File: src/rtl/stick_cartesian_to_polar_assert.svh
// assertion macros, included by the queue
`ifndef STICK_CARTESIAN_TO_POLAR_ASSERT_SVH
`define STICK_CARTESIAN_TO_POLAR_ASSERT_SVH

// same-cycle implication, checked outside reset
`define SCP_ASSERT_NOW(label, clk, rst, ante, cons) \
  label: assert property (@(posedge clk) disable iff (rst) (ante) |-> (cons)) \
    else $error("scp check failed");

// next-cycle implication, checked outside reset
`define SCP_ASSERT_NEXT(label, clk, rst, ante, cons) \
  label: assert property (@(posedge clk) disable iff (rst) (ante) |=> (cons)) \
    else $error("scp check failed");

`endif

File: src/rtl/scp_pkg.sv
`timescale 1ns / 1ps
`default_nettype none

package scp_pkg;

  // cordic geometry
  localparam int CORDIC_STEPS_DEF = 16;
  localparam int ATAN_ENTRIES     = 24;
  localparam int GUARD_BITS       = 16;
  localparam int IN_W             = 16;
  // pre-rotated sample: 16-bit sample negated needs one more bit; two are added
  localparam int PRE_W            = IN_W + 2;
  // datapath: pre-rotated sample, guard bits, headroom for cordic gain
  localparam int DP_W             = PRE_W + GUARD_BITS + 2;
  localparam int ACC_W            = 32;
  localparam int OUT_W            = 16;

  // inverse cordic gain, q24
  localparam int INV_GAIN_W       = 24;
  localparam logic [INV_GAIN_W-1:0] INV_GAIN = 24'd10187995;

  // queue between front and back
  localparam int QUEUE_DEPTH      = 4;

  // fixed angles for the axis cases
  localparam logic [OUT_W-1:0] ANGLE_ZERO    = 16'd0;
  localparam logic [OUT_W-1:0] ANGLE_QUARTER = 16'd16384;
  localparam logic [OUT_W-1:0] ANGLE_HALF    = 16'd32768;
  localparam logic [OUT_W-1:0] ANGLE_3QUART  = 16'd49152;

  // classified beat handed from front to back
  typedef struct packed {
    logic signed [PRE_W-1:0] cx;
    logic signed [PRE_W-1:0] cy;
    logic                    half_turn;
    logic                    fix;
    logic [OUT_W-1:0]        fix_angle;
  } item_t;

  // atan(2^-i) in units of 2^-32 turn
  function automatic logic [ACC_W-1:0] atan_turns(input int idx);
    logic [ACC_W-1:0] v;
    case (idx)
      0:       v = 32'd536870912;
      1:       v = 32'd316933406;
      2:       v = 32'd167458907;
      3:       v = 32'd85004756;
      4:       v = 32'd42667331;
      5:       v = 32'd21354465;
      6:       v = 32'd10679838;
      7:       v = 32'd5340245;
      8:       v = 32'd2670163;
      9:       v = 32'd1335087;
      10:      v = 32'd667544;
      11:      v = 32'd333772;
      12:      v = 32'd166886;
      13:      v = 32'd83443;
      14:      v = 32'd41722;
      15:      v = 32'd20861;
      16:      v = 32'd10430;
      17:      v = 32'd5215;
      18:      v = 32'd2608;
      19:      v = 32'd1304;
      20:      v = 32'd652;
      21:      v = 32'd326;
      22:      v = 32'd163;
      23:      v = 32'd81;
      default: v = '0;
    endcase
    return v;
  endfunction

endpackage

`default_nettype wire

File: src/rtl/scp_front.sv
`timescale 1ns / 1ps
`default_nettype none

module scp_front
  import scp_pkg::*;
(
  input  wire logic                   clk,
  input  wire logic                   rst,
  input  wire logic                   in_valid,
  output logic                        in_ready,
  input  wire logic signed [IN_W-1:0] axis_x,
  input  wire logic signed [IN_W-1:0] axis_y,
  output logic                        push,
  input  wire logic                   push_ready,
  output item_t                       push_item
);

  logic  held;
  item_t item;
  item_t item_next;

  // classify the sample: half-turn pre-rotation and axis cases
  always_comb begin
    logic signed [PRE_W-1:0] sx;
    logic signed [PRE_W-1:0] sy;
    sx = PRE_W'(axis_x);
    sy = PRE_W'(axis_y);
    item_next.half_turn = axis_x[IN_W-1];
    item_next.cx        = axis_x[IN_W-1] ? -sx : sx;
    item_next.cy        = axis_x[IN_W-1] ? -sy : sy;
    item_next.fix       = (axis_x == '0) || (axis_y == '0);
    if (axis_x == '0 && axis_y == '0) begin
      item_next.fix_angle = ANGLE_ZERO;
    end else if (axis_x == '0) begin
      item_next.fix_angle = axis_y[IN_W-1] ? ANGLE_3QUART : ANGLE_QUARTER;
    end else begin
      item_next.fix_angle = axis_x[IN_W-1] ? ANGLE_HALF : ANGLE_ZERO;
    end
  end

  assign push      = held && push_ready;
  assign in_ready  = !held || push_ready;
  assign push_item = item;

  // one-beat holding register
  always_ff @(posedge clk) begin
    if (rst) begin
      held <= 1'b0;
    end else if (in_valid && in_ready) begin
      held <= 1'b1;
    end else if (push) begin
      held <= 1'b0;
    end
  end

  always_ff @(posedge clk) begin
    if (in_valid && in_ready) begin
      item <= item_next;
    end
  end

endmodule

`default_nettype wire

File: config.mk
export PLATFORM = sky130hd
export DESIGN_NAME = scp_front
export DESIGN_NICKNAME = d
export VERILOG_FILES = /design/src/rtl/stick_cartesian_to_polar_assert.svh /design/src/rtl/scp_pkg.sv /design/src/rtl/scp_front.sv
export SDC_FILE = /design/constraint.sdc
export NUM_CORES = 1
export LEC_CHECK = 0
export ABC_AREA = 0
export BUFFER_PORTS_ARGS = -buffer_cell sky130_fd_sc_hd__buf_2
export CORE_MARGIN = 4
export CORE_UTILIZATION = 48
export CTS_BUF_LIST = sky130_fd_sc_hd__clkbuf_8
export CTS_CLUSTER_SIZE = 10
export DETAILED_ROUTE_END_ITERATION = 12
export GPL_TIMING_DRIVEN = 1
export PLACE_DENSITY_LB_ADDON = 0.12
export SYNTH_ARGS = -nofsm -noshare
export SYNTH_HDL_FRONTEND = slang
export SYNTH_SLANG_ARGS = --single-unit
File: constraint.sdc
create_clock -name clk -period 5.2 [get_ports clk]
set_clock_uncertainty 0.15 [all_clocks]
set_input_delay 0.26 -clock clk [delete_from_list [all_inputs] [get_ports clk]]
set_output_delay 0.26 -clock clk [all_outputs]
set_load 0.01 [all_outputs]
==> flow_summary.toml <==
[critical_path]
path_max_fanout = 4
crit_path_end_kind = "flop"
reg2reg_from = "held$_SDFFE_PP0P_"
arrival_ns = 1.90
critPathCapture = "push_item[16]$_DFFE_PP_"
worstPathRequired_ns = 5.15
worstReg2RegEnd = "push_item[33]$_DFFE_PP_"
reg2regPathDepth = 2
worstSetupStartpointType = "primary input"
path_class = "in -> reg"
worstSetupStartpoint = "axis_x[9]"
reg2reg_setup_slack_ns = 3.48

[placed_design]
io_buffer_count = 77
dp_hpwl_microns = 3081
gp_congestion = 0.7808
placed_cells = 285

[grt]
first_global_vias = 1413
grtUsageTotal_pct = 15.75
antenna_found_initial = 0
grt_pass1_wl_microns = 6430
grt-ovfl-total = 0
grt_max_degree = 41

[logic_synthesis]
ys_async_sr_fraction_pct = 0
synth_fa_ha_area_share_pct = 1.235
synthXorXnorAreaFrac_pct = 11.67
yosys-mux-area-fraction_pct = 0
synth_compound_area_share_pct = 9.321
syn-instance-count = 160
synth_most_common_cell = "edfxtp_1"
ys_ff_latch = 41
synth_simple_gate_area_share_pct = 10.12
netlist_area_sq_um = 2027
yosys_warnings = 0
synth_top_family_by_area = "XOR/XNOR gates"
synthTopCellsByArea = "edfxtp_1, xnor2_1, buf_4, or4_4, o31ai_1"
yosysSeqAreaShare_pct = 60.25
synth-edff-count = 40
synth_cell_types = 25
synth_area_per_cell_sq_um = 12.67
synthFlopType = "edfxtp_1"
netlist_top_cells_count = "edfxtp_1, xnor2_1, buf_4"
synth_largest_area_cell = "edfxtp_1"
synth_top_cell_area_share_pct = 59.26

[die]
initial_core_util_pct = 50.31
design.die.area_sq_um = 5327
pin_count = 92
die_w_microns = 72.99
dieHeight_microns = 72.99
core.rowCount = 23
core_sq_um = 4029

[detailed_routing]
wl_met2_microns = 1919
wl_met1_microns = 1696
drcViolationCount = 0
vias_per_cell = 4.861
dr_wl_met3_microns = 379
vias = 1429
totalWireLength_microns = 4022
routedWlPerCell_microns = 13.68
firstDrtPassIters = 4
dr.first_iter.drc_count = 93
ant_nets = 0
highest_layer = "met4"

[sta]
fin_crit_sh_pct = 37.52
fmax_mhz = 512.5
tns_ns = 0
slew-limit-headroom_pct = 39.41
whs_ns = 0.03921
tightestPinTransition_ns = 0.9088
rsz0062_at_grt = "no"
hold_viol = 0
report.final.slew_viol_count = 0
setup_viol = 0
final.min_clock_period_ns = 1.951

[clock_network]
cts-root-buf = "clkbuf_8"
clkLatencyLatePin_ns = 0.29
cts.path.max_buffers = 2
clock-sinks = 41
clk_pin_slew_ns = 0.07
cts_setup_buffers = 0
tritoncts = "done"
htreeDepth = 2
cts_made_buffers = 5

[power]
leakage_nw = 1.037
ir_drop_mv = 0.1487
powerDensity_nw_per_um2 = 298.7

[final_layout]
nNetsFinal = 281
final_cells = 294
seqCellArea_sq_um = 1221
diodes = 0
multi_input_area_sq_um = 716.9
nFillCells = 361
layout-drive-gt1-share_pct = 36.89
area_growth_pct = 24.94

[run]
max_cap_viol_count = 0

[status]
outcome = "completed"

[min_path]
hp-class = "in -> reg"
==> cell families after synthesis <==
group / after synthesis
flip-flops: 41
AND/OR/NAND/NOR: 35
AO/OA/AOI/OAI: 29
XOR/XNOR: 27
buffers and inverters: 25
adder cells (fa/ha/maj): 2
other: 1
==> registers in the layout, summed over array words and instances (netlist names) <==
register / flops
push_item: 40
held: 1
==> worst min path at each step <==
stage	startpoint	end	cells after the start
CTS	axis_x[0]	push_item[36]$_DFFE_PP_	1
detailed placement	rst	held$_SDFFE_PP0P_	2
global placement	rst	held$_SDFFE_PP0P_	2
floorplan	rst	held$_SDFFE_PP0P_	1
finish	axis_x[0]	push_item[36]$_DFFE_PP_	1
global route	axis_x[0]	push_item[36]$_DFFE_PP_	1
==> metal layers <==
| layer | up-vias | GRT usage, % |
|---|---|---|
| met5 | - | 0 |
| met4 | 0 | 4.918 |
| met3 | 4 | 3.994 |
| met2 | 68 | 25.62 |
| met1 | 636 | 20.61 |
| li1 | 721 | - |
==> layout by cell type, fill, tap and decap left out, drive strengths merged <==
cell type,count
a21oi,4
and2,2
buf,77
bufinv,1
clkbuf,5
clkinv,1
conb,16
dfxtp,1
dlygate4sd3,1
edfxtp,40
ha,2
inv,9
nand2,11
nand2b,5
nand3,2
nor2,4
nor3,2
nor4,2
o21ai,12
o31ai,7
o41ai,6
or3b,1
or4,6
xnor2,25
xor2,2
==> critical path, stage by stage <==
cell     delay [ns]
buf_2          0.12
or4_4          0.55
or4_4          0.45
or4_4          0.44
o41ai_1        0.07
==> metrics by stage <==
stage / util [%] / power [mW] / setup slack (ns) / instance area (sq um)
final: 62.86 / 0.7566 / 3.249 / 2532
after global routing: 62.86 / 0.7919 / 3.189 / 2532
after CTS: 62.86 / 0.7638 / 3.260 / 2532
after detailed placement: 59.97 / 0.5228 / 2.966 / 2416
after global placement: 59.97 / 0.5205 / 2.975 / 2416
after floorplan: - / 0.4771 / 3.138 / 2083
==> power breakdown <==
group | switching (mW) | internal, mW | total, mW
sequential | 0.00591 | 0.395 | 0.401
clock | 0.102 | 0.140 | 0.242
combinational | 0.0669 | 0.0471 | 0.114
==> final cells by class <==
| class | instances | area share (%) |
|---|---|---|
| well taps | 50 | 2.470 |
| inverters | 8 | 1.186 |
| flip-flops and latches | 41 | 48.22 |
| clock buffers | 5 | 2.717 |
| clock inverters | 3 | 1.482 |
| repair buffers | 78 | 15.61 |
| multi-input cells | 109 | 28.31 |
==> what timing repair did <==
| action | in CTS | in global routing |
|---|---|---|
| endpoints found under the setup margin | 0 | 0 |
| hold buffers | 1 | 0 |
| hold endpoints to repair | 1 | 0 |
| gates resized for setup | 0 | 0 |
Note: power is estimated with default switching activity, not from simulation.
