File: src/rtl/stick_cartesian_to_polar_assert.svh
// assertion macros, included by the queue
`ifndef STICK_CARTESIAN_TO_POLAR_ASSERT_SVH
`define STICK_CARTESIAN_TO_POLAR_ASSERT_SVH

// same-cycle implication, checked outside reset
`define SCP_ASSERT_NOW(label, clk, rst, ante, cons) \
  label: assert property (@(posedge clk) disable iff (rst) (ante) |-> (cons)) \
    else $error("scp check failed");

// next-cycle implication, checked outside reset
`define SCP_ASSERT_NEXT(label, clk, rst, ante, cons) \
  label: assert property (@(posedge clk) disable iff (rst) (ante) |=> (cons)) \
    else $error("scp check failed");

`endif

File: src/rtl/scp_pkg.sv
`timescale 1ns / 1ps
`default_nettype none

package scp_pkg;

  // cordic geometry
  localparam int CORDIC_STEPS_DEF = 16;
  localparam int ATAN_ENTRIES     = 24;
  localparam int GUARD_BITS       = 16;
  localparam int IN_W             = 16;
  // pre-rotated sample: 16-bit sample negated needs one more bit; two are added
  localparam int PRE_W            = IN_W + 2;
  // datapath: pre-rotated sample, guard bits, headroom for cordic gain
  localparam int DP_W             = PRE_W + GUARD_BITS + 2;
  localparam int ACC_W            = 32;
  localparam int OUT_W            = 16;

  // inverse cordic gain, q24
  localparam int INV_GAIN_W       = 24;
  localparam logic [INV_GAIN_W-1:0] INV_GAIN = 24'd10187995;

  // queue between front and back
  localparam int QUEUE_DEPTH      = 4;

  // fixed angles for the axis cases
  localparam logic [OUT_W-1:0] ANGLE_ZERO    = 16'd0;
  localparam logic [OUT_W-1:0] ANGLE_QUARTER = 16'd16384;
  localparam logic [OUT_W-1:0] ANGLE_HALF    = 16'd32768;
  localparam logic [OUT_W-1:0] ANGLE_3QUART  = 16'd49152;

  // classified beat handed from front to back
  typedef struct packed {
    logic signed [PRE_W-1:0] cx;
    logic signed [PRE_W-1:0] cy;
    logic                    half_turn;
    logic                    fix;
    logic [OUT_W-1:0]        fix_angle;
  } item_t;

  // atan(2^-i) in units of 2^-32 turn
  function automatic logic [ACC_W-1:0] atan_turns(input int idx);
    logic [ACC_W-1:0] v;
    case (idx)
      0:       v = 32'd536870912;
      1:       v = 32'd316933406;
      2:       v = 32'd167458907;
      3:       v = 32'd85004756;
      4:       v = 32'd42667331;
      5:       v = 32'd21354465;
      6:       v = 32'd10679838;
      7:       v = 32'd5340245;
      8:       v = 32'd2670163;
      9:       v = 32'd1335087;
      10:      v = 32'd667544;
      11:      v = 32'd333772;
      12:      v = 32'd166886;
      13:      v = 32'd83443;
      14:      v = 32'd41722;
      15:      v = 32'd20861;
      16:      v = 32'd10430;
      17:      v = 32'd5215;
      18:      v = 32'd2608;
      19:      v = 32'd1304;
      20:      v = 32'd652;
      21:      v = 32'd326;
      22:      v = 32'd163;
      23:      v = 32'd81;
      default: v = '0;
    endcase
    return v;
  endfunction

endpackage

`default_nettype wire

File: src/rtl/scp_queue.sv
`timescale 1ns / 1ps
`default_nettype none

module scp_queue
  import scp_pkg::*;
(
  input  wire logic  clk,
  input  wire logic  rst,
  input  wire logic  push,
  output logic       push_ready,
  input  wire item_t push_item,
  output logic       pop_valid,
  input  wire logic  pop,
  output item_t      pop_item
);

`include "stick_cartesian_to_polar_assert.svh"

  localparam int PTR_W   = $clog2(QUEUE_DEPTH);
  localparam int COUNT_W = $clog2(QUEUE_DEPTH + 1);

  item_t              mem [QUEUE_DEPTH];
  logic [PTR_W-1:0]   wr_ptr;
  logic [PTR_W-1:0]   rd_ptr;
  logic [COUNT_W-1:0] count;

  assign push_ready = count != COUNT_W'(QUEUE_DEPTH);
  assign pop_valid  = count != '0;
  assign pop_item   = mem[rd_ptr];

  // pointers and fill count
  always_ff @(posedge clk) begin
    if (rst) begin
      wr_ptr <= '0;
      rd_ptr <= '0;
      count  <= '0;
    end else begin
      if (push) begin
        wr_ptr <= wr_ptr + 1'b1;
      end
      if (pop) begin
        rd_ptr <= rd_ptr + 1'b1;
      end
      if (push && !pop) begin
        count <= count + 1'b1;
      end else if (pop && !push) begin
        count <= count - 1'b1;
      end
    end
  end

  // storage
  always_ff @(posedge clk) begin
    if (push) begin
      mem[wr_ptr] <= push_item;
    end
  end

  `SCP_ASSERT_NOW(a_count_bound, clk, rst, 1'b1, count <= COUNT_W'(QUEUE_DEPTH))
  `SCP_ASSERT_NOW(a_no_pop_empty, clk, rst, pop, count != '0)
  `SCP_ASSERT_NOW(a_no_push_full, clk, rst, push, count != COUNT_W'(QUEUE_DEPTH))
  `SCP_ASSERT_NEXT(a_count_up, clk, rst, push && !pop, count == $past(count) + 1'b1)

endmodule

`default_nettype wire

File: config.mk
export PLATFORM = sky130hd
export DESIGN_NAME = scp_queue
export DESIGN_NICKNAME = d
export VERILOG_FILES = /design/src/rtl/scp_pkg.sv /design/src/rtl/scp_queue.sv
export VERILOG_INCLUDE_DIRS = /design/src /design/src/rtl
export SDC_FILE = /design/constraint.sdc
export NUM_CORES = 1
export LEC_CHECK = 0
export ABC_AREA = 1
export BUFFER_PORTS_ARGS = -buffer_cell sky130_fd_sc_hd__buf_2
export CAP_MARGIN = 10
export CORE_MARGIN = 3
export CORE_UTILIZATION = 57
export DETAILED_ROUTE_END_ITERATION = 6
export PLACE_DENSITY = 0.88
export SYNTH_ARGS = -nofsm -noshare
export SYNTH_HDL_FRONTEND = slang
export SYNTH_SLANG_ARGS = --single-unit
File: constraint.sdc
create_clock -name clk -period 2.7 [get_ports clk]
set_input_delay 0.405 -clock clk [delete_from_list [all_inputs] [get_ports clk]]
set_output_delay 0.405 -clock clk [all_outputs]
set_load 0.01 [all_outputs]
==> results of run 1 <==
[kinds of logic after synthesis]
kind of cell	after synthesis
DFF	225
AOI/OAI and AO/OA	173
and+or+nand+nor	124
buffers and inverters	53
adders and majority gates	6
[final timing paths]
check | endpoint | slack (ps)
max | pop_item[16] | 240
min | mem[0][23]$_DFFE_PP_ | 120
max reg2reg | mem[2][53]$_DFFE_PP_ | 1240
min reg2reg | register | 440
[final cells by class]
| type | count | area share, % |
|---|---|---|
| antenna | 2 | 0.0505 |
| inverter | 19 | 0.795 |
| clock inverter | 17 | 1.97 |
| timing repair buffer | 125 | 7.06 |
| clock buffer | 23 | 5.59 |
| tap | 180 | 2.27 |
| multi-input combinational | 303 | 15.0 |
| sequential | 225 | 67.3 |
[synthesized netlist by cell type]
cell,n
a21oi_1,5
nor2_1,111
buf_2,20
buf_4,3
clkbuf_2,7
o22ai_1,54
buf_6,4
nand2_1,9
inv_6,1
edfxtp_1,216
o21ai_1,15
inv_2,1
nand4_1,1
ha_1,5
dfxtp_1,9
o21ai_0,99
fa_1,1
nand3_1,3
inv_1,17
[per-stage QoR]
step           hold slack [ps]  instance area [um^2]  setup slack (ps)
3_5_place_dp               428                  9130               523
3_3_place_gp               421                  9130               594
5_1_grt                    101                  9920               111
4_1_cts                   99.8                  9890               122
2_1_floorplan              412                  8430               650
6_report                   119                  9920               239
[repair_timing]
| item | in CTS | in global routing |
|---|---|---|
| gates resized for setup | 1 | 0 |
| endpoints found under the setup margin | 1 | 8 |
| pin swaps | 0 | 0 |
| buffers inserted | 0 | 1 |
[placed cells by master (no fill, tap or decap)]
master	instances
a21oi_1	5
buf_12	2
buf_16	1
buf_2	113
buf_4	9
bufinv_16	4
clkbuf_1	1
clkbuf_16	22
clkinv_1	7
clkinv_2	2
clkinv_8	1
clkinvlp_4	3
dfxtp_1	7
dfxtp_2	1
dfxtp_4	1
diode_2	2
edfxtp_1	216
fa_1	1
ha_1	5
inv_1	13
inv_2	5
inv_8	1
nand2_1	9
nand3_1	3
nand4_1	1
nor2_1	111
o21ai_0	99
o21ai_1	15
o22ai_1	54
[metal layers]
layer | GRT usage [%] | vias up
met4 | 8.61 | 0
met5 | 0 | -
li1 | - | 2405
met3 | 3.93 | 47
met2 | 37.5 | 233
met1 | 27.2 | 2571
[power breakdown]
part	switching, mW	leakage [nW]	internal (mW)
registers	0.0512	2.06	3.99
logic	0.460	1.12	0.234
clock network	1.24	0.355	1.88
total	1.75	3.54	6.10
[state kept, by name (all words and copies together) (netlist names), named ones only]
name,count
count,3
mem,216
rd_ptr,2
wr_ptr,2
==> results.txt, run 1 <==
Crit path max-delay family: buffers and inverters
Mean Syn Cell Area: 14.5 um^2
Seq cells post-synth: 225
H-Tree Depth: 1
Levels on crit path: 4
Setup Skew: 10.5 ps
Crit path required time: 2300 ps
drt wl/cell: 19.9 um
RSZ-0062 raised after global routing: false
clock root buffer: clkbuf_16
R2R depth: 5
Crit path buffers/inverters: 2
Layout fillers: 939
Detail Route Antenna Nets: 0
Crit Reg-Reg Startpoint: wr_ptr[0]$_SDFFE_PP0P_
initial DRC count: 552
CP Launch Type: register
grt ovf: 0
sequential element share of the synthesized area: 79.1%
die area: 16300 um^2
Netlist cell types: 19
status: complete, no violations
Synth Area in Simple Gates: 5.59%
Crit Path Category: reg2out
total iterations of the first detailed-routing run: 5
worst slew pin tran: 572 ps
Yosys warning count: 0
P_leak: 3.54 nW
top layer in use: met4
Core Util, Final: 70.1%
Worst Path Arrival: 2060 ps
DIE WIDTH: 128 um
area grow syn2layout: 17.6%
# placed instances: 851
# IOs: 114
worst hold start: push_item[23]
Critical-path top delay cell: dfxtp_4
Tcrit/Tclk final: 91.1%
number of hold-slack violations in the final timing report: 0
metal2 WL: 9100 um
Yosys top cell by area: edfxtp_1
CTS Buf Count: 22
fin cells: 894
final setup vio count: 0
clock sink total: 225
TNS Setup: 0 ps
Netlist Area Pre-Place: 8430 um^2
highest cell delay on the worst timing path: 470 ps
layout cell share with drive strength beyond 1: 23.2%
top cells by area, synth: edfxtp_1 77%, o21ai_0 5.9%, nor2_1 4.9%, o22ai_1 4.0%, dfxtp_1 2.1%
XOR/XNOR Fraction of Synth Area: 0%
wire length on met1: 6770 um
Synth Area in Compound Gates: 11.1%
Worst-path clk slew: 60 ps
Peak VDD IR: 0.634 mV
drt drc: 0
vias in the first global route: 5469
CTS Hold Bufs: 0
clk buf depth: 3
power density cells: 791 nW/um^2
Initial Util: 59.6%
area of the core: 14100 um^2
Slew HR: 61.9%
gpl congestion: 0.756
post-synth top area share: 76.9%
first-pass GRT wire length: 27800 um
vias per cell: 5.88
vias post-DR: 5256
TritonCTS clock tree: yes
gr usage total: 21.7%
max-slew violation count: 0
max-cap viol count: 0
die height: 128 um
Multi-input gate area: 1490 um^2
Final #Nets: 760
drt total wl: 17800 um
mux contribution to synthesized area: 0%
HPWL after DPL: 10300 um
register area: 6670 um^2
Synth Net Count: 645
port bufs: 113
largest net degree at the start of global routing: 109
clk_lat worst skew: 500 ps
initial antenna violation count: 2
critical path endpoint category: primary output
largest family of logic cells by synthesized area: compound AO/OA/AOI/OAI gates
Cell Rows: 43
min Tclk post-route: 2460 ps
Worst Hold Class: in2reg
metal3 WL: 1380 um
Adder-Cell Fraction of Synth Area: 0.979%
Mapped Cells: 581
critical-path maximum fanout: 108
crit-path cells: inv_8 > o21ai_0 > o22ai_1 > buf_2
Max Clk Rate: 406 MHz
Tot Pwr: 7.84 mW
hold depth: 1
(Power assumes the default switching activity.)
==> inputs of run 2 (changes only) <==
Settings changed: ABC_AREA 1 to default.
==> run 2 against run 1 <==
Combinational power up 5.3%. Clock-buffer cell count up 3. Register-to-register slack worse by 200 ps. Final cell count down 26%. Die area down 1.6%. Total power down 4.3%. Via count down 27%.
==> results.txt, run 2 <==
top_reg_cell synth: edfxtp_1
worst slew pin tran: 524 ps (-48.0 ps)
Peak VDD IR: 0.556 mV (-12%)
Setup Skew: 6.96 ps (-3.53 ps)
Tcrit/Tclk final: 92.5% (+1.4 points)
Final #Nets: 529 (-30%)
grt ovf: 0 (unchanged)
Cell Rows: 43 (unchanged)
setup bufs post-CTS: 0 (unchanged)
Worst-path clk slew: 60 ps (about the same)
Max Clk Rate: 400 MHz (-1.5%)
Design Area, Final: 9740 um^2 (-1.8%)
Mean Syn Cell Area: 25.3 um^2 (+75%)
Yosys warning count: 0 (unchanged)
critical-path maximum fanout: 23 (-79%)
drt total wl: 14600 um (-18%)
Clock Power Share: 36.0% (-3.7 points)
clk buf depth: 3 (unchanged)
vias post-DR: 3811 (-27%)
post-synth top area share: 78.2% (+1.3 points)
Crit path buffers/inverters: 2 (unchanged)
final setup vio count: 0 (unchanged)
sequential element share of the synthesized area: 80.4% (+1.4 points)
initial antenna violation count: 1 (-1)
CTS Buf Count: 22 (unchanged)
Logic pwr share: 9.7% (+0.8 points)
Yosys top cell by area: edfxtp_1
placed inst area: 9100 um^2 (-0.37%)
# IOs: 114 (unchanged)
gpl congestion: 0.701 (-7.4%)
async set or reset register ratio after synthesis: 0% (unchanged)
initial DRC count: 268 (-51%)
drt wl/cell: 22.2 um (+11%)
port bufs: 113 (unchanged)
gr usage total: 18.4% (-3.2 points)
TNS Setup: 0 ps (unchanged)
Seq pwr share: 54.3% (+2.8 points)
H-Tree Depth: 1 (unchanged)
CP Launch Type: register
power density cells: 771 nW/um^2 (-2.5%)
min Tclk post-route: 2500 ps (+37.8 ps)
Seq cells post-synth: 225 (unchanged)
Worst Hold Class: in2reg
# diodes: 0 (-2)
RSZ-0062 raised after global routing: false
top flop regs: mem: 216 flops, count: 3 flops
clock root buffer: clkbuf_16
Initial Util: 59.0% (-0.57 points)
Reg with most FFs: mem
max reg flops: 216 (unchanged)
status: complete, no violations
Detail Route Antenna Nets: 0 (unchanged)
TritonCTS clock tree: yes
vias per cell: 5.78 (-1.6%)
DIE WIDTH: 127 um (-0.82%)
Critical-path top delay cell: dfxtp_4
most frequent cells in the layout: 216 x edfxtp_1, 113 x buf_2, 50 x mux4_2
P_leak: 3.35 nW (-5.5%)
Netlist Area Pre-Place: 8290 um^2 (-1.7%)
layout cell share with drive strength beyond 1: 44.1% (+21 points)
Synth Net Count: 391 (-39%)
vias in the first global route: 4051 (-26%)
clock sink total: 225 (unchanged)
Tot Pwr: 7.51 mW (-4.3%)
most frequent cells after synthesis: 216 x edfxtp_1, 50 x mux4_2, 9 x dfxtp_1, 8 x nor2_1
P_int: 5.90 mW (-3.2%)
area grow syn2layout: 17.5%
total iterations of the first detailed-routing run: 4 (-1)
Crit path max-delay family: flip-flops
largest net degree at the start of global routing: 33 (-70%)
die area: 16000 um^2 (-1.6%)
Crit path required time: 2300 ps (about the same)
area of the core: 14000 um^2 (-0.76%)
clk_lat worst skew: 490 ps (about the same)
die height: 127 um (-0.82%)
Switching Share: 21.5% (-0.82 points)
Core Util, Final: 69.3% (-0.75 points)
critical path endpoint category: primary output
most frequent cell after synthesis: edfxtp_1
crit-path cells: buf_4 > mux4_2 > buf_2
max-cap viol count: 0 (unchanged)
commonest non-fill, non-tap cell in the layout: edfxtp_1
HPWL after DPL: 9380 um (-8.6%)
Worst Path Arrival: 2090 ps (+30 ps)
Post-synth EDFFs: 216 (unchanged)
Crit Path Category: reg2out
number of hold-slack violations in the final timing report: 0 (unchanged)
max-slew violation count: 0 (unchanged)
post_cts resized: 0 (-1)
highest cell delay on the worst timing path: 640 ps (+170 ps)
drt drc: 0 (unchanged)
Netlist cell types: 21 (+2)
Slew HR: 65.1% (+3.2 points)
sw power: 1.61 mW (-7.8%)
top cells by area, synth: edfxtp_1 78%, mux4_2 14%, dfxtp_1 2.2%, mux4_1 1.3%, buf_12 1.2%
Mapped Cells: 327 (-44%)
CTS Hold Bufs: 0 (unchanged)
first-pass GRT wire length: 22600 um (-19%)
[run 2: path summary, 6_finish.rpt]
| kind | startpoint | to | slack, ps | cells after the start |
|---|---|---|---|---|
| setup / recovery | register | pop_item[46] | 200 | 3 |
| hold / removal | push_item[0] | mem[0][0]$_DFFE_PP_ | 130 | 1 |
| setup reg to reg | wr_ptr[0]$_SDFFE_PP0P_ | mem[3][28]$_DFFE_PP_ | 1040 | 3 |
| hold reg to reg | count[2]$_SDFFE_PP0P_ | count[2]$_SDFFE_PP0P_ | 550 | 2 |
[run 2: cell families (layout without fill, tap and decap cells)]
logic type               count (synthesis)  count (layout)  share of synthesized area, %
AND/OR/NAND/NOR                         16              16                         0.906
AO/OA/AOI/OAI                            2               2                         0.121
adder cells (fa/ha/maj)                  6               6                         0.996
XOR/XNOR                                 5               5                         0.528
flip-flops                             225             225                          80.4
buffers and inverters                   17             169                          1.93
multiplexers                            56              56                          15.1
[run 2: through the flow]
stage	hold slack (ps)	instances	setup slack [ps]
final	133	659	202
after global routing	109	659	64.7
after CTS	105	659	137
after detailed placement	529	621	657
after global placement	476	621	690
after floorplan	466	327	459
[run 2: routing by layer]
layer | vias to the layer above | track usage (%) | wire length [um]
li1 | 1657 | - | -
met1 | 1994 | 24.8 | 5760
met2 | 125 | 30.3 | 7520
met3 | 33 | 4.25 | 952
met4 | 2 | 6.56 | 392
met5 | - | 0 | 13
[run 2: final cells by class]
cell class,count,area [um^2]
multi-input combinational,85,1470
sequential,225,6670
fill,859,4300
clock inverter,12,51.3
timing repair buffer,127,721
tap,180,225
clock buffer,26,587
inverter,4,15.0
[run 2: power by group through the flow]
| stage | logic (mW) | registers (mW) | clock network [mW] |
|---|---|---|---|
| CTS | 0.749 | 4.08 | 2.77 |
| finish | 0.732 | 4.08 | 2.70 |
| global placement | 0.717 | 4.13 | 0 |
| detailed placement | 0.745 | 4.15 | 0 |
| global route | 0.792 | 4.09 | 2.90 |
| floorplan | 0.477 | 4.12 | 0 |
==> inputs of run 3 (changes only) <==
Clock period 2.7 ns to 2.8 ns, I/O delays scaled along.
==> run 3 against run 2 <==
Clock-buffer cell count grew 5. Worst setup slack gained 210 ps. Largest power group unchanged. First-iteration DRC count is the same. Hold slack gained 13 ps. Die area is the same. Critical endpoint is now pop_item[49]. Via count shrank 3.3%.
==> results.txt, run 3 (same netlist as run 2, synthesis figures left out) <==
post_cts resized: 0 (unchanged)
number of hold-slack violations in the final timing report: 0 (unchanged)
Peak VDD IR: 0.513 mV (-7.8%)
Crit Reg-Reg Startpoint: wr_ptr[0]$_SDFFE_PP0P_
min Tclk post-route: 2390 ps
grt ovf: 0 (unchanged)
critical path endpoint category: primary output
Worst-path clk slew: 60 ps (about the same)
initial DRC count: 268 (unchanged)
CP Launch Type: register
area of the core: 14000 um^2 (unchanged)
# IOs: 114 (unchanged)
Reg with most FFs: mem
power density cells: 778 nW/um^2 (+0.87%)
placed inst area: 9070 um^2 (-0.30%)
most frequent cells in the layout: 216 x edfxtp_1, 113 x buf_2, 50 x mux4_2
R2R Path End: mem[2][43]$_DFFE_PP_
worst hold margin: 146 ps (+13.2 ps)
Crit path required time: 2380 ps (+80 ps)
Crit Path Category: reg2out
top flop regs: mem: 216 flops, count: 3 flops
critical-path maximum fanout: 21 (-8.7%)
CTS Buf Count: 22 (unchanged)
DIE WIDTH: 127 um (unchanged)
Core Util, Final: 70.1% (+0.78 points)
TNS Setup: 0 ps (unchanged)
Tcrit/Tclk final: 85.3%
max-cap viol count: 0 (unchanged)
max reg flops: 216 (unchanged)
CP Capture Point: pop_item[49]
port bufs: 113 (unchanged)
vias in the first global route: 4008 (-1.1%)
Detail Route Antenna Nets: 0 (unchanged)
clock sink total: 225 (unchanged)
Max Clk Rate: 418 MHz
Cell Rows: 43 (unchanged)
Design Area, Final: 9850 um^2 (+1.1%)
drt drc: 0 (unchanged)
drt total wl: 13700 um (-6.6%)
setup slack, reg-to-reg: 1240 ps (+200 ps)
commonest non-fill, non-tap cell in the layout: edfxtp_1
area grow syn2layout: 18.8%
H-Tree Depth: 1 (unchanged)
clock root buffer: clkbuf_16
first-pass GRT wire length: 22000 um (-2.9%)
total iterations of the first detailed-routing run: 4 (unchanged)
R2R depth: 4 (+1)
Slew HR: 69.3% (+4.2 points)
RSZ-0062 raised after global routing: false
TritonCTS clock tree: yes
Initial Util: 59.0% (unchanged)
clk_lat worst skew: 480 ps (about the same)
status: complete, no violations
layout cell share with drive strength beyond 1: 44.8% (+0.72 points)
Worst Hold Class: in2reg
P_leak: 3.39 nW (+1.3%)
die height: 127 um (unchanged)
initial antenna violation count: 2 (+1)
Layout fillers: 840 (-2.2%)
Tot Pwr: 7.66 mW (+2.0%)
clk buf depth: 3 (unchanged)
gr usage total: 17.7% (-0.73 points)
drt wl/cell: 20.7 um (-6.6%)
Setup Skew: 3.92 ps (-3.05 ps)
vias per cell: 5.59 (-3.3%)
HPWL after DPL: 8420 um (-10%)
largest net degree at the start of global routing: 34 (+3.0%)
max-slew violation count: 0 (unchanged)
Worst Path Arrival: 1970 ps (-120 ps)
final setup vio count: 0 (unchanged)
Final #Nets: 527 (-0.38%)
die area: 16000 um^2 (unchanged)
setup bufs post-CTS: 0 (unchanged)
worst slew pin tran: 460 ps (-63.7 ps)
CTS Hold Bufs: 0 (unchanged)
vias post-DR: 3687 (-3.3%)
gpl congestion: 0.726 (+3.7%)
==> run 3: cell types whose count changed in the layout (fill, tap and decap cells not counted), moves of 3 or more <==
cell,previous run,this run
clkbuf_8,0,3
clkinv_1,7,2
clkinv_2,5,2
bufinv_16,0,3
==> run 3: worst min path at each step <==
stage	end	startpoint	depth (start not counted)
3_5_place_dp	register	rd_ptr[1]$_SDFFE_PP0P_	2
4_1_cts	mem[3][15]$_DFFE_PP_	push_item[15]	1
2_1_floorplan	count[2]$_SDFFE_PP0P_	count[2]$_SDFFE_PP0P_	2
6_report	mem[3][15]$_DFFE_PP_	push_item[15]	1
5_1_grt	mem[2][35]$_DFFE_PP_	push_item[35]	1
3_3_place_gp	count[2]$_SDFFE_PP0P_	count[2]$_SDFFE_PP0P_	2
==> run 3: critical path: stages, from the launching register on <==
cell,delay (ps)
dfxtp_4,360
buf_4,370
mux4_1,590
buf_2,150
==> run 3: layout make-up <==
| type | instances | area [um^2] | area share [%] |
|---|---|---|---|
| Antenna cell | 1 | 2.50 | 0.0254 |
| Clock buffer | 31 | 657 | 6.67 |
| Clock inverter | 8 | 115 | 1.17 |
| Inverter | 4 | 15.0 | 0.152 |
| Multi-Input combinational cell | 85 | 1470 | 14.9 |
| Sequential cell | 225 | 6670 | 67.8 |
| Tap cell | 180 | 225 | 2.29 |
| Timing Repair Buffer | 125 | 693 | 7.04 |
==> run 3: metal layers <==
metal	wire (um)	track usage (%)
met1	5310	23.3
met2	6970	30.2
met4	287	4.61
met5	21	0
met3	1070	4.38
==> run 3: report_power, final <==
part	leakage [nW]	total [mW]	switching [mW]	internal (mW)
registers	2.06	3.91	0.0450	3.86
clock network	0.376	3.04	1.14	1.91
logic	0.954	0.708	0.375	0.333
==> run 3: through the flow <==
step	cells	setup slack (ps)
2_1_floorplan	327	559
3_3_place_gp	619	868
3_5_place_dp	619	862
4_1_cts	658	351
5_1_grt	658	272
6_report	659	410
